===== src/hdl/terminal_command_parser_macros.svh =====
// Assertion macros shared by the terminal command parser RTL.
`ifndef TERMINAL_COMMAND_PARSER_MACROS_SVH
`define TERMINAL_COMMAND_PARSER_MACROS_SVH

// Same-cycle implication, sampled on clock, off during reset.
`define CMDP_ASSERT(name, ante, cons, msg) \
   name: assert property (@(posedge clock) disable iff (reset) (ante) |-> (cons)) \
      else $error(msg);

// Next-cycle implication, sampled on clock, off during reset.
`define CMDP_ASSERT_NEXT(name, ante, cons, msg) \
   name: assert property (@(posedge clock) disable iff (reset) (ante) |=> (cons)) \
      else $error(msg);

`endif


===== src/hdl/cmdp_pkg.sv =====
// Types, command codes and prefix tables for the terminal command parser.
package cmdp_pkg;

   localparam int PREFIX_COUNT   = 6;
   localparam int PREFIX_MAX_LEN = 9;

   localparam logic [7:0] MARK_CHAR  = 8'h25;
   localparam logic [7:0] SPACE_CHAR = 8'h20;
   localparam logic [7:0] DIGIT_LOW  = 8'h30;
   localparam logic [7:0] DIGIT_HIGH = 8'h39;

   typedef enum logic [2:0] {
      CMD_HELP       = 3'd0,
      CMD_BLINK      = 3'd1,
      CMD_FADE       = 3'd2,
      CMD_FADE_ON    = 3'd3,
      CMD_FADE_OFF   = 3'd4,
      CMD_STOP       = 3'd5,
      CMD_UNKNOWN    = 3'd6,
      CMD_BAD_VALUES = 3'd7
   } cmd_code_type;

   typedef logic [0:PREFIX_MAX_LEN-1][7:0] prefix_row_type;

   // Prefix text, first character at index 0, zero padded.
   localparam prefix_row_type PREFIX_TEXT [PREFIX_COUNT] = '{
      '{8'h68, 8'h0A, 8'h00, 8'h00, 8'h00, 8'h00, 8'h00, 8'h00, 8'h00},  // "h\n"
      '{8'h62, 8'h6C, 8'h69, 8'h6E, 8'h6B, 8'h20, 8'h00, 8'h00, 8'h00},  // "blink "
      '{8'h66, 8'h61, 8'h64, 8'h65, 8'h20, 8'h25, 8'h00, 8'h00, 8'h00},  // "fade %"
      '{8'h66, 8'h61, 8'h64, 8'h65, 8'h20, 8'h6F, 8'h6E, 8'h20, 8'h00},  // "fade on "
      '{8'h66, 8'h61, 8'h64, 8'h65, 8'h20, 8'h6F, 8'h66, 8'h66, 8'h20},  // "fade off "
      '{8'h73, 8'h74, 8'h6F, 8'h70, 8'h0A, 8'h00, 8'h00, 8'h00, 8'h00}   // "stop\n"
   };

   localparam logic [3:0] PREFIX_LEN [PREFIX_COUNT] = '{
      4'd2, 4'd6, 4'd6, 4'd8, 4'd9, 4'd5
   };

   // One word held in the input register.
   typedef struct packed {
      logic       valid;
      logic [7:0] in_byte;
      logic       last_byte;
   } cmdp_item_type;

   // One result of a finished message.
   typedef struct packed {
      cmd_code_type command_code;
      logic [31:0]  first_value;
      logic [31:0]  second_value;
   } cmdp_result_type;

endpackage


===== src/hdl/cmdp_in_reg.sv =====
// Input register of the terminal command parser.
module cmdp_in_reg
   import cmdp_pkg::*;
(
   input  logic          clock,
   input  logic          reset,
   input  logic          req_valid,
   output logic          req_stall,
   input  logic [7:0]    req_in_byte,
   input  logic          req_last_byte,
   input  logic          advance,
   output cmdp_item_type item
);

   logic       valid_ff, valid_in;
   logic [7:0] byte_ff;
   logic       last_ff;

   // Full and not draining this cycle.
   assign req_stall = valid_ff && !advance;
   assign valid_in  = req_stall ? valid_ff : req_valid;

   always_ff @(posedge clock) begin
      if (reset) begin
         valid_ff <= 1'b0;
      end else begin
         valid_ff <= valid_in;
      end
   end

   always_ff @(posedge clock) begin
      if (!req_stall) begin
         byte_ff <= req_in_byte;
         last_ff <= req_last_byte;
      end
   end

   assign item = '{valid: valid_ff, in_byte: byte_ff, last_byte: last_ff};

endmodule


===== src/hdl/cmdp_scan.sv =====
// Per-byte scanner: prefix match, mark and digit checks, value accumulate, verdict.
`include "terminal_command_parser_macros.svh"

module cmdp_scan
   import cmdp_pkg::*;
#(
   parameter int MAX_MESSAGE_BYTES = 256
)
(
   input  logic            clock,
   input  logic            reset,
   input  logic            advance,
   input  cmdp_item_type   item,
   output cmdp_result_type result
);

   localparam int POS_W = $clog2(MAX_MESSAGE_BYTES + 1);

   logic [POS_W-1:0]         pos_ff, pos_in;
   logic [PREFIX_COUNT-1:0]  alive_ff, alive_in;
   logic [2:0]               mark_ff, mark_in;
   logic [POS_W-1:0]         lm_ff, lm_in;
   logic [1:0][31:0]         acc_ff, acc_in;
   logic                     digits_ff, digits_in;
   logic                     gap_ff, gap_in;
   logic [1:0][31:0]         held_ff, held_in;

   logic [7:0]               b;
   logic                     is_mark, is_digit;
   logic [3:0]               p_small;
   logic [POS_W:0]           p_ext, lm_plus1, lm_plus2;
   logic                     acc_idx;
   cmd_code_type             match_code, code;
   logic [2:0]               need;
   logic                     value_ok;

   assign b        = item.in_byte;
   assign is_mark  = (b == MARK_CHAR);
   assign is_digit = (b >= DIGIT_LOW) && (b <= DIGIT_HIGH);
   assign p_small  = (pos_ff < POS_W'(PREFIX_MAX_LEN)) ? pos_ff[3:0] : 4'd0;
   assign p_ext    = {1'b0, pos_ff};
   assign lm_plus1 = {1'b0, lm_ff} + (POS_W+1)'(1);
   assign lm_plus2 = {1'b0, lm_ff} + (POS_W+1)'(2);
   assign acc_idx  = (mark_ff == 3'd3);

   // Next message state for this byte.
   always_comb begin
      pos_in    = pos_ff;
      alive_in  = alive_ff;
      mark_in   = mark_ff;
      lm_in     = lm_ff;
      acc_in    = acc_ff;
      digits_in = digits_ff;
      gap_in    = gap_ff;
      if (pos_ff == POS_W'(MAX_MESSAGE_BYTES)) begin
         alive_in = '0;
      end else begin
         for (int k = 0; k < PREFIX_COUNT; k++) begin
            if ((pos_ff < POS_W'(PREFIX_LEN[k])) && (b != PREFIX_TEXT[k][p_small])) begin
               alive_in[k] = 1'b0;
            end
         end
         if (is_mark) begin
            if ((mark_ff == 3'd2) && (p_ext != lm_plus2)) begin
               gap_in = 1'b0;
            end
            if (mark_ff != 3'd7) begin
               mark_in = mark_ff + 3'd1;
            end
            lm_in = pos_ff;
         end else begin
            if ((mark_ff == 3'd2) && (p_ext == lm_plus1) && (b != SPACE_CHAR)) begin
               gap_in = 1'b0;
            end
            if ((mark_ff == 3'd1) || (mark_ff == 3'd3)) begin
               if (is_digit) begin
                  acc_in[acc_idx] = (acc_ff[acc_idx] << 3) + (acc_ff[acc_idx] << 1)
                                    + {28'd0, b[3:0]};
               end else begin
                  digits_in = 1'b0;
               end
            end
         end
         pos_in = pos_ff + POS_W'(1);
      end
   end

   // Verdict on the updated state; first live prefix that fits wins.
   always_comb begin
      match_code = CMD_UNKNOWN;
      for (int k = PREFIX_COUNT - 1; k >= 0; k--) begin
         if (alive_in[k] && (pos_in >= POS_W'(PREFIX_LEN[k]))) begin
            match_code = cmd_code_type'(3'(k));
         end
      end
      case (match_code)
         CMD_BLINK, CMD_FADE:        need = 3'd4;
         CMD_FADE_ON, CMD_FADE_OFF:  need = 3'd2;
         default:                    need = 3'd0;
      endcase
      value_ok = (mark_in == need)
                 && ({1'b0, lm_in} + (POS_W+1)'(2) == {1'b0, pos_in})
                 && digits_in
                 && ((need == 3'd2) || gap_in);
      code    = match_code;
      held_in = held_ff;
      if (need != 3'd0) begin
         if (value_ok && advance && item.last_byte) begin
            held_in[0] = acc_in[0];
            held_in[1] = (need == 3'd4) ? acc_in[1] : 32'd0;
         end
         if (!value_ok) begin
            code = CMD_BAD_VALUES;
         end
      end
   end

   always_ff @(posedge clock) begin
      if (reset) begin
         pos_ff    <= '0;
         alive_ff  <= '1;
         mark_ff   <= '0;
         lm_ff     <= '0;
         acc_ff    <= '0;
         digits_ff <= 1'b1;
         gap_ff    <= 1'b1;
         held_ff   <= '0;
      end else if (advance) begin
         held_ff <= held_in;
         if (item.last_byte) begin
            pos_ff    <= '0;
            alive_ff  <= '1;
            mark_ff   <= '0;
            lm_ff     <= '0;
            acc_ff    <= '0;
            digits_ff <= 1'b1;
            gap_ff    <= 1'b1;
         end else begin
            pos_ff    <= pos_in;
            alive_ff  <= alive_in;
            mark_ff   <= mark_in;
            lm_ff     <= lm_in;
            acc_ff    <= acc_in;
            digits_ff <= digits_in;
            gap_ff    <= gap_in;
         end
      end
   end

   assign result = '{command_code: code, first_value: held_in[0], second_value: held_in[1]};

   `CMDP_ASSERT(held_only_on_good_values, held_in != held_ff, advance && item.last_byte && value_ok && (need != 3'd0), "held values changed without a good value command")
   `CMDP_ASSERT(marks_never_drop_midmessage, advance && !item.last_byte, mark_in >= mark_ff, "mark count dropped inside a message")
   `CMDP_ASSERT_NEXT(state_clear_after_last, advance && item.last_byte, (pos_ff == '0) && (alive_ff == '1) && (mark_ff == '0), "message state not cleared after last word")

endmodule


===== src/hdl/terminal_command_parser.sv =====
// Top level of the terminal command parser: input register, scanner, result register.
//
// Usage:
//   req_*  carries one message byte per word (req_in_byte) and req_last_byte
//          on the final byte. A word is taken when req_valid is high and
//          req_stall is low.
//   rsp_*  carries one result word per message: rsp_command_code and the
//          values of the last good value command (rsp_first_value,
//          rsp_second_value). Taken when rsp_valid is high, rsp_stall low.
//   Bytes other than the last one produce no result word.
//
// Timing: a byte enters the input register; the scanner then updates the
// message state and, for a last byte, loads the result register, from which
// the result word is driven. One byte per cycle is sustained while no final
// byte waits under rsp_stall; the loop on the message state sets that rate.
//
// Stall: while a result waits under rsp_stall, non-final bytes keep flowing;
// a final byte waits in the input register, which then raises req_stall.
// Reset (synchronous, active high) empties both registers, clears message
// state and zeroes the held values.
`include "terminal_command_parser_macros.svh"

module terminal_command_parser
   import cmdp_pkg::*;
#(
   parameter int MAX_MESSAGE_BYTES = 256
)
(
   input  logic        clock,
   input  logic        reset,
   input  logic        req_valid,
   output logic        req_stall,
   input  logic [7:0]  req_in_byte,
   input  logic        req_last_byte,
   output logic        rsp_valid,
   input  logic        rsp_stall,
   output logic [2:0]  rsp_command_code,
   output logic [31:0] rsp_first_value,
   output logic [31:0] rsp_second_value
);

   cmdp_item_type   item;
   cmdp_result_type result;
   logic            advance;
   logic            rsp_valid_ff, rsp_valid_in;
   cmdp_result_type rsp_ff;

   // A last byte may only move when the result register can take it.
   assign advance = item.valid && (!item.last_byte || !rsp_valid_ff || !rsp_stall);

   cmdp_in_reg u_in_reg (
      .clock         (clock),
      .reset         (reset),
      .req_valid     (req_valid),
      .req_stall     (req_stall),
      .req_in_byte   (req_in_byte),
      .req_last_byte (req_last_byte),
      .advance       (advance),
      .item          (item)
   );

   cmdp_scan #(
      .MAX_MESSAGE_BYTES (MAX_MESSAGE_BYTES)
   ) u_scan (
      .clock   (clock),
      .reset   (reset),
      .advance (advance),
      .item    (item),
      .result  (result)
   );

   assign rsp_valid_in = (advance && item.last_byte) ? 1'b1
                       : (rsp_stall ? rsp_valid_ff : 1'b0);

   always_ff @(posedge clock) begin
      if (reset) begin
         rsp_valid_ff <= 1'b0;
      end else begin
         rsp_valid_ff <= rsp_valid_in;
      end
   end

   always_ff @(posedge clock) begin
      if (advance && item.last_byte) begin
         rsp_ff <= result;
      end
   end

   assign rsp_valid        = rsp_valid_ff;
   assign rsp_command_code = rsp_ff.command_code;
   assign rsp_first_value  = rsp_ff.first_value;
   assign rsp_second_value = rsp_ff.second_value;

   `CMDP_ASSERT(no_overwrite_of_waiting_result, rsp_valid_ff && rsp_stall, !(advance && item.last_byte), "result register overwritten while stalled")
   `CMDP_ASSERT(advance_needs_item, advance, item.valid, "scanner advanced with empty input register")
   `CMDP_ASSERT_NEXT(last_byte_gives_result, advance && item.last_byte, rsp_valid_ff, "last byte did not load a result")

endmodule


===== config.mk =====
export PLATFORM = sky130hd
export DESIGN_NAME = terminal_command_parser
export DESIGN_NICKNAME = d
export VERILOG_FILES = /design/src/hdl/cmdp_pkg.sv /design/src/hdl/cmdp_in_reg.sv /design/src/hdl/cmdp_scan.sv /design/src/hdl/terminal_command_parser.sv
export VERILOG_INCLUDE_DIRS = /design/src /design/src/hdl
export SDC_FILE = /design/constraint.sdc
export NUM_CORES = 1
export LEC_CHECK = 0
export BUFFER_PORTS_ARGS = -buffer_cell sky130_fd_sc_hd__buf_2
export CORE_ASPECT_RATIO = 1.1
export CORE_MARGIN = 3
export CORE_UTILIZATION = 62
export CTS_CLUSTER_DIAMETER = 200
export DETAILED_ROUTE_END_ITERATION = 10
export PLACE_DENSITY_LB_ADDON = 0.2
export SYNTH_ARGS = -nofsm -noshare
export SYNTH_HDL_FRONTEND = slang
export SYNTH_SLANG_ARGS = --single-unit

===== constraint.sdc =====
create_clock -name clock -period 6.95 [get_ports clock]
set_input_delay 0.695 -clock clock [delete_from_list [all_inputs] [get_ports clock]]
set_output_delay 0.695 -clock clock [all_outputs]
set_load 0.005 [all_outputs]

Yosys cells after proc, flatten, opt, wreduce, memory -nomap -nowiden --
Memory sizes are Yosys's and may differ from the RTL's. Index checks and enable logic that the tools add are counted. W data, S select, Z words.
Cells by class: add/sub/neg operators 7, order comparisons 15, eq/ne operators 24, muxes and demuxes 64, bitwise logic cells 1, reductions and logical operators 36
Operators with widths (number):
- $mux W64 | 7
- $mux W8 | 12
- $bwmux W64 | 1
- $mux W32 | 2
- $mux W31 | 2
- $ne A8 B8 Y1 | 6
- $mux W9 | 5
- $add A32 B32 Y32 | 1
- $add A32 B4 Y32 | 1
- $demux W32 S1 | 1
- $mux W3 | 10
- $logic_and A1 B1 Y1 | 25
- $add A9 B2 Y10 const B | 2
- $ge A9 B3 Y1 const B | 2
- $ge A9 B4 Y1 const B | 2
- $lt A9 B3 Y1 const B | 2
- $lt A9 B4 Y1 const B | 2
- $mux W1 | 18
- $eq A3 B2 Y1 const B | 5
- $mux W6 | 2
- $add A9 B1 Y10 const B | 1
- $eq A10 B9 Y1 | 1
- $eq A9 B10 Y1 | 1
- $ne A9 B10 Y1 | 1
- other kinds (25) | 35
Storage, ports and cells: flip-flop bits (word level) 235, bits in read-only memories 768, logic and storage cells 170, memories kept 6
Memories:
- (name not given) | words 16, bits a word 8, rd ports 1, clocked after Yosys merged registers in 0, write ports 0, line cmdp_scan.sv:59 | if ((pos_ff < POS_W'(PREFIX_LEN[k])) && (b != PREFIX_TEXT[k][p_small])) begin
- (name not given) | words 16, bits a word 8, rd ports 1, clocked after Yosys merged registers in 0, write ports 0, line cmdp_scan.sv:59
- (name not given) | words 16, bits a word 8, rd ports 1, clocked after Yosys merged registers in 0, write ports 0, line cmdp_scan.sv:59
- (name not given) | words 16, bits a word 8, rd ports 1, clocked after Yosys merged registers in 0, write ports 0, line cmdp_scan.sv:59
- (name not given) | words 16, bits a word 8, rd ports 1, clocked after Yosys merged registers in 0, write ports 0, line cmdp_scan.sv:59
- (name not given) | words 16, bits a word 8, rd ports 1, clocked after Yosys merged registers in 0, write ports 0, line cmdp_scan.sv:59

Depth between registers and ports, before layout --
depth after elaboration 28, depth in mapped cells 24, depth with buffers taken out 17

By module --
Synthesis repeated with hierarchy kept, for this count alone.
Unflattened totals: cells, all modules 1604, area, all modules 13977.2 um^2
By module, submodules not included:
- cmdp_scan | times used 1, cells each 1514, area each 11578.6 um^2
- terminal_command_parser | times used 1, cells each 74, area each 2063.2 um^2
- cmdp_in_reg | times used 1, cells each 16, area each 335.3 um^2

Worst setup path after synthesis --
No wires, ideal clock.
path type reg-to-reg, start point register u_scan.pos_ff[4], end point register rsp_ff, in the netlist rsp_second_value[0], data pin, arrival time 4.884 ns, slack 1.804 ns, cell stages (with the launch flop) 21, period minus slack after synthesis 5.146 ns, path through dfxtp_1 buf_2 or4_1 buf_2 buf_6 nor3_1 nand2_1 ha_1 clkbuf_1 or3b_2 a211oi_1 o21ai_0 a221oi_1 and4_1 a22oi_2 xor2_1 a2111o_1 buf_6 buf_6 buf_2 mux2_1
RTL lines:
- start: declaration | line cmdp_scan.sv:19 | logic [POS_W-1:0] pos_ff, pos_in;
- start signal: assignment | line cmdp_scan.sv:139 | pos_ff <= pos_in;
- end signal: assignment | line terminal_command_parser.sv:85 | rsp_ff <= result;
- end: declaration | line terminal_command_parser.sv:46 | cmdp_result_type rsp_ff;

Final worst setup path --
start point register u_scan.pos_ff[4], end point register u_scan.held_ff[47] in the netlist's numbering
Between the ends: cells in the longest elaborated chain, start to end 28
RTL lines:
- $lt A9 B4 Y1 | line cmdp_scan.sv:40, cmdp_scan.sv:59
- $mux W4 | line cmdp_scan.sv:40 | assign p_small = (pos_ff < POS_W'(PREFIX_MAX_LEN)) ? pos_ff[3:0] : 4'd0;
- $not A4 Y5 (not written as such) | line cmdp_scan.sv:59
- $mem_v2 Z16 W8
- $mux W8 (not written as such) (2 in a row) | line cmdp_scan.sv:59
- $ne A8 B8 Y1 | line cmdp_scan.sv:59
- $logic_and A1 B1 Y1 | line cmdp_scan.sv:59
- $mux W1 | line cmdp_scan.sv:59
- [10 not listed]
- $pmux W3 S2 | line cmdp_scan.sv:96 | case (match_code)
- $eq A3 B3 Y1 | line cmdp_scan.sv:101 | value_ok = (mark_in == need)
- $logic_and A1 B1 Y1 | line cmdp_scan.sv:102 | && ({1'b0, lm_in} + (POS_W+1)'(2) == {1'b0, pos_in})
- $logic_and A1 B1 Y1 | line cmdp_scan.sv:103 | && digits_in
- $logic_and A1 B1 Y1 | line cmdp_scan.sv:104 | && ((need == 3'd2) || gap_in);
- $logic_and A1 B1 Y1 (2 in a row) | line cmdp_scan.sv:108 | if (value_ok && advance && item.last_byte) begin
- $mux W64 | line cmdp_scan.sv:108
- $mux W64 * | line cmdp_scan.sv:107 | if (need != 3'd0) begin
- end signal: assignment | line cmdp_scan.sv:129 | held_ff <= held_in;
- end: declaration | line cmdp_scan.sv:26 | logic [1:0][31:0] held_ff, held_in;
Every way passes the cells marked *; elsewhere a longest branch is shown, timed or not. The select of a mux whose other input is x is not followed. A chain may end at the register's enable or synchronous reset.

==> reports/results.tsv <==
stage	metric	value	unit
outcome	status	finished clean	
critical_path	CP max stage cell	or4_1	
critical_path	register-to-register setup slack	730	ps
synth	ys async rst share	0	
critical_path	crit path cell chain	or4_1 > nor3_1 > nand2_1 > ha_1 > or3b_2 > a211oi_1 > o21ai_0 > a221oi_1 > and4_1 > a22oi_2 > xor2_1 > a2111o_2 > buf_12 > or3b_1 > a21oi_1	
synth	dominant cell type by area after synthesis	dfxtp_1	
layout	Area Overhead vs Synth	9.92	%
synth	combinational family with the most area after synthesis	simple AND/OR/NAND/NOR gates	
hold_path	Hold Crit Depth	1	
synth	Main synth FF type	dfxtp_1	
hold_path	hold path endpoint	u_in_reg.byte_ff[0]	
clocking	Max clock buf depth	3	
timing	period utilization	0.895	
timing	f_max	0.161	GHz
timing	# setup viols final	0	
routing	post-route ant nets	0	
critical_path	WP data required	7390	ps
clocking	CTS Hold Bufs	0	
global_routing	GR Util met3	0.0412	
timing	clk_skew	15.6	ps
critical_path	critical path's largest stage delay	960	ps
synth	Mapped Avg Cell Area	9.01	um^2
floorplan	full die area	24700	um^2
floorplan	std cell rows	57	
power_and_ir_drop	PD cells	184	nW/um^2
global_routing	met1 Use GR	0.400	
synth	post-synthesis compound-gate area fraction	0.181	
clocking	Setup Fix Bufs, Post-CTS	0	
critical_path	reg2reg end	u_scan.held_ff[47]	
timing	Relative slew margins	0.294	
timing	RSZ-0062 raised after global routing	no	
clocking	htree depth	1	
layout	final instance area	15600	um^2
hold_path	Hold/Removal Path Class	primary input to flip-flop	
hold_path	hold_sp	req_in_byte[0]	
placed_design	Post-DP Area	14800	um^2
global_routing	pin count of the biggest net entering global routing	90	
layout	layout cells sized above 1	0.174	
clocking	Clock Latency Late Sink	520	ps
clocking	Sink Count	235	
placed_design	Placed Instances	1865	
synth	Yosys reg bits	235	
synth	mux contribution to synthesized area	0.0910	
synth	Yosys cell types	87	
floorplan	Starting Density	0.637	
routing	drt drc	0	
routing	DR WL/cell	20.0	um
floorplan	Die W	150	um
flow_run	maxcap violations	0	
synth	Mapped Cells	1572	
global_routing	initial antenna violation count	0	
synth	Synth Area in Simple Gates	0.188	
critical_path	critical path data arrival time	6670	ps
layout	commonest non-fill, non-tap cell in the layout	nand2_1	
power_and_ir_drop	Leakage	6.50	nW
placed_design	GPL Wtd Cong	0.936	
critical_path	r2r startpoint	u_scan.pos_ff[4]	
placed_design	port buffer count	81	
layout	# nets final	1685	
power_and_ir_drop	Peak VDD IR	261	uV
routing	Initial DRC Count	858	
placed_design	post-detail-place hpwl	26.4	mm
clocking	CTS tree	done	
floorplan	die span in y	165	um
synth	Synth warnings	0	
synth	register area share after synthesis	0.386	
layout	Final Non-Filler Cells	1911	
timing	max-slew violations	0	
layout	commonest cells after routing, fill and taps aside	nand2_1, dfxtp_1, nor2_1	
layout	antenna diode count	0	
synth	Post-synth EDFFs	76	
timing	Fin. Hold Viols	0	
critical_path	Worst Path Max Fanout	39	
timing	crit path time final	6220	ps
global_routing	overflow left after global routing	0	
global_routing	first-pass GRT wire length	61.2	mm
timing	worst slew pin tran	1060	ps
critical_path	Worst setup SP type	flip-flop	
routing	Vias/cell	6.39	
critical_path	Setup crit end kind	flip-flop	
clocking	CTS root buf	clkbuf_16	
timing	setup TNS	0	ps
global_routing	grt peak-use layer	met2	
synth	leading post-synthesis cells by cell area	dfxtp_1, edfxtp_1, mux2_2	
synth	Yosys top cell area share	0.225	
clocking	TritonCTS buffer count	25	
synth	xor and xnor area share after synthesis	0.0451	
floorplan	I/O Pins	82	
synth	Mapped Area	14200	um^2
global_routing	total track usage	0.306	
synth	net count of the mapped netlist	1660	
routing	wirelength, routed	38.3	mm
routing	via count	12210	
clocking	# resized after CTS	0	
global_routing	met2 usage	0.512	
global_routing	vias in the first global route	11661	
critical_path	worst-case reg-to-reg path depth	15	
critical_path	WS Path Type	flip-flop to flip-flop	
routing	first drt pass iteration count	5	
floorplan	core area	22300	um^2
power_and_ir_drop	total power	2.87	mW
synth	adder-cell area share of the yosys netlist	0.0673	
clocking	clk slew on worst S/H paths	60	ps
critical path, delay by kind of cell, from the launching register on:
family,cells,cell delay [ps]
AO/OA/AOI/OAI,6,1880
XOR/XNOR,1,260
adder cells (fa/ha/maj),1,400
flip-flops,1,510
AND/OR/NAND/NOR,6,2770
buffers and inverters,1,270
worst max path at each step:
stage	from	end	slack, ps	cells after the start
final	u_scan.pos_ff[4]	u_scan.held_ff[47]	730	15
after global routing	u_scan.pos_ff[4]	u_scan.held_ff[54]	310	15
after floorplan	u_scan.pos_ff[4]	rsp_second_value[0]	1800	20
after CTS	u_scan.pos_ff[4]	u_scan.held_ff[47]	820	15
after detailed placement	u_scan.pos_ff[4]	u_scan.held_ff[47]	860	15
after global placement	u_scan.pos_ff[4]	u_scan.held_ff[20]	1000	14
power breakdown:
group / switching [mW] / leakage (nW) / internal (mW)
logic: 0.0771 / 4.03 / 0.0328
registers: 0.0109 / 2.08 / 1.42
clock network: 0.550 / 0.389 / 0.775
logic make-up (layout without fill, tap and decap cells):
group           count (synthesis)  in the layout
simple gates                  541            541
fa+ha+maj                      75             75
compound gates                388            388
buf+inv                       144            188
mux                           116            116
xor+xnor                       73             73
flops                         235            235
synthesized netlist by cell type (25+ instances only):
cell	instances
ha_1	73
nand3b_1	30
dfxtp_1	159
nor2_1	140
mux2_2	98
nor3_1	25
nand3_1	26
nor2b_1	35
nand2_1	177
a21oi_1	68
clkbuf_1	92
o21ai_0	95
inv_1	28
xor2_1	26
xnor2_1	47
a22oi_1	78
edfxtp_1	76
flip-flops by register name (all words and copies together) (netlist names), 3 cells and up:
| register | count |
|---|---|
| u_in_reg.byte_ff | 8 |
| rsp_first_value | 32 |
| u_scan.pos_ff | 9 |
| u_scan.alive_ff | 6 |
| rsp_second_value | 32 |
| u_scan.held_ff | 64 |
| u_scan.acc_ff | 64 |
| u_scan.lm_ff | 9 |
| rsp_command_code | 3 |
| u_scan.mark_ff | 3 |
metal layers:
layer  vias to the layer above  wire, um
met5                         -         0
li1                       5779         -
met1                      5861     15800
met3                       108      2480
met2                       462     18300
met4                         0      1660
layout make-up:
type | instances | area [um^2]
fill | 1826 | 6680
sequential | 235 | 5470
clock buffer | 36 | 697
clock inverter | 10 | 115
multi-input combinational | 1193 | 8150
inverter | 30 | 113
timing repair buffer | 112 | 666
tap | 295 | 369
per-stage QoR:
step                hold slack (ps)  setup WS, ps   util
floorplan                       437          1800      -
global placement                446           997  0.663
detailed placement              453           861  0.663
CTS                             332           822  0.700
global route                    345           313  0.700
finish                          350           728  0.700
Power figures use the tool's default switching activity.
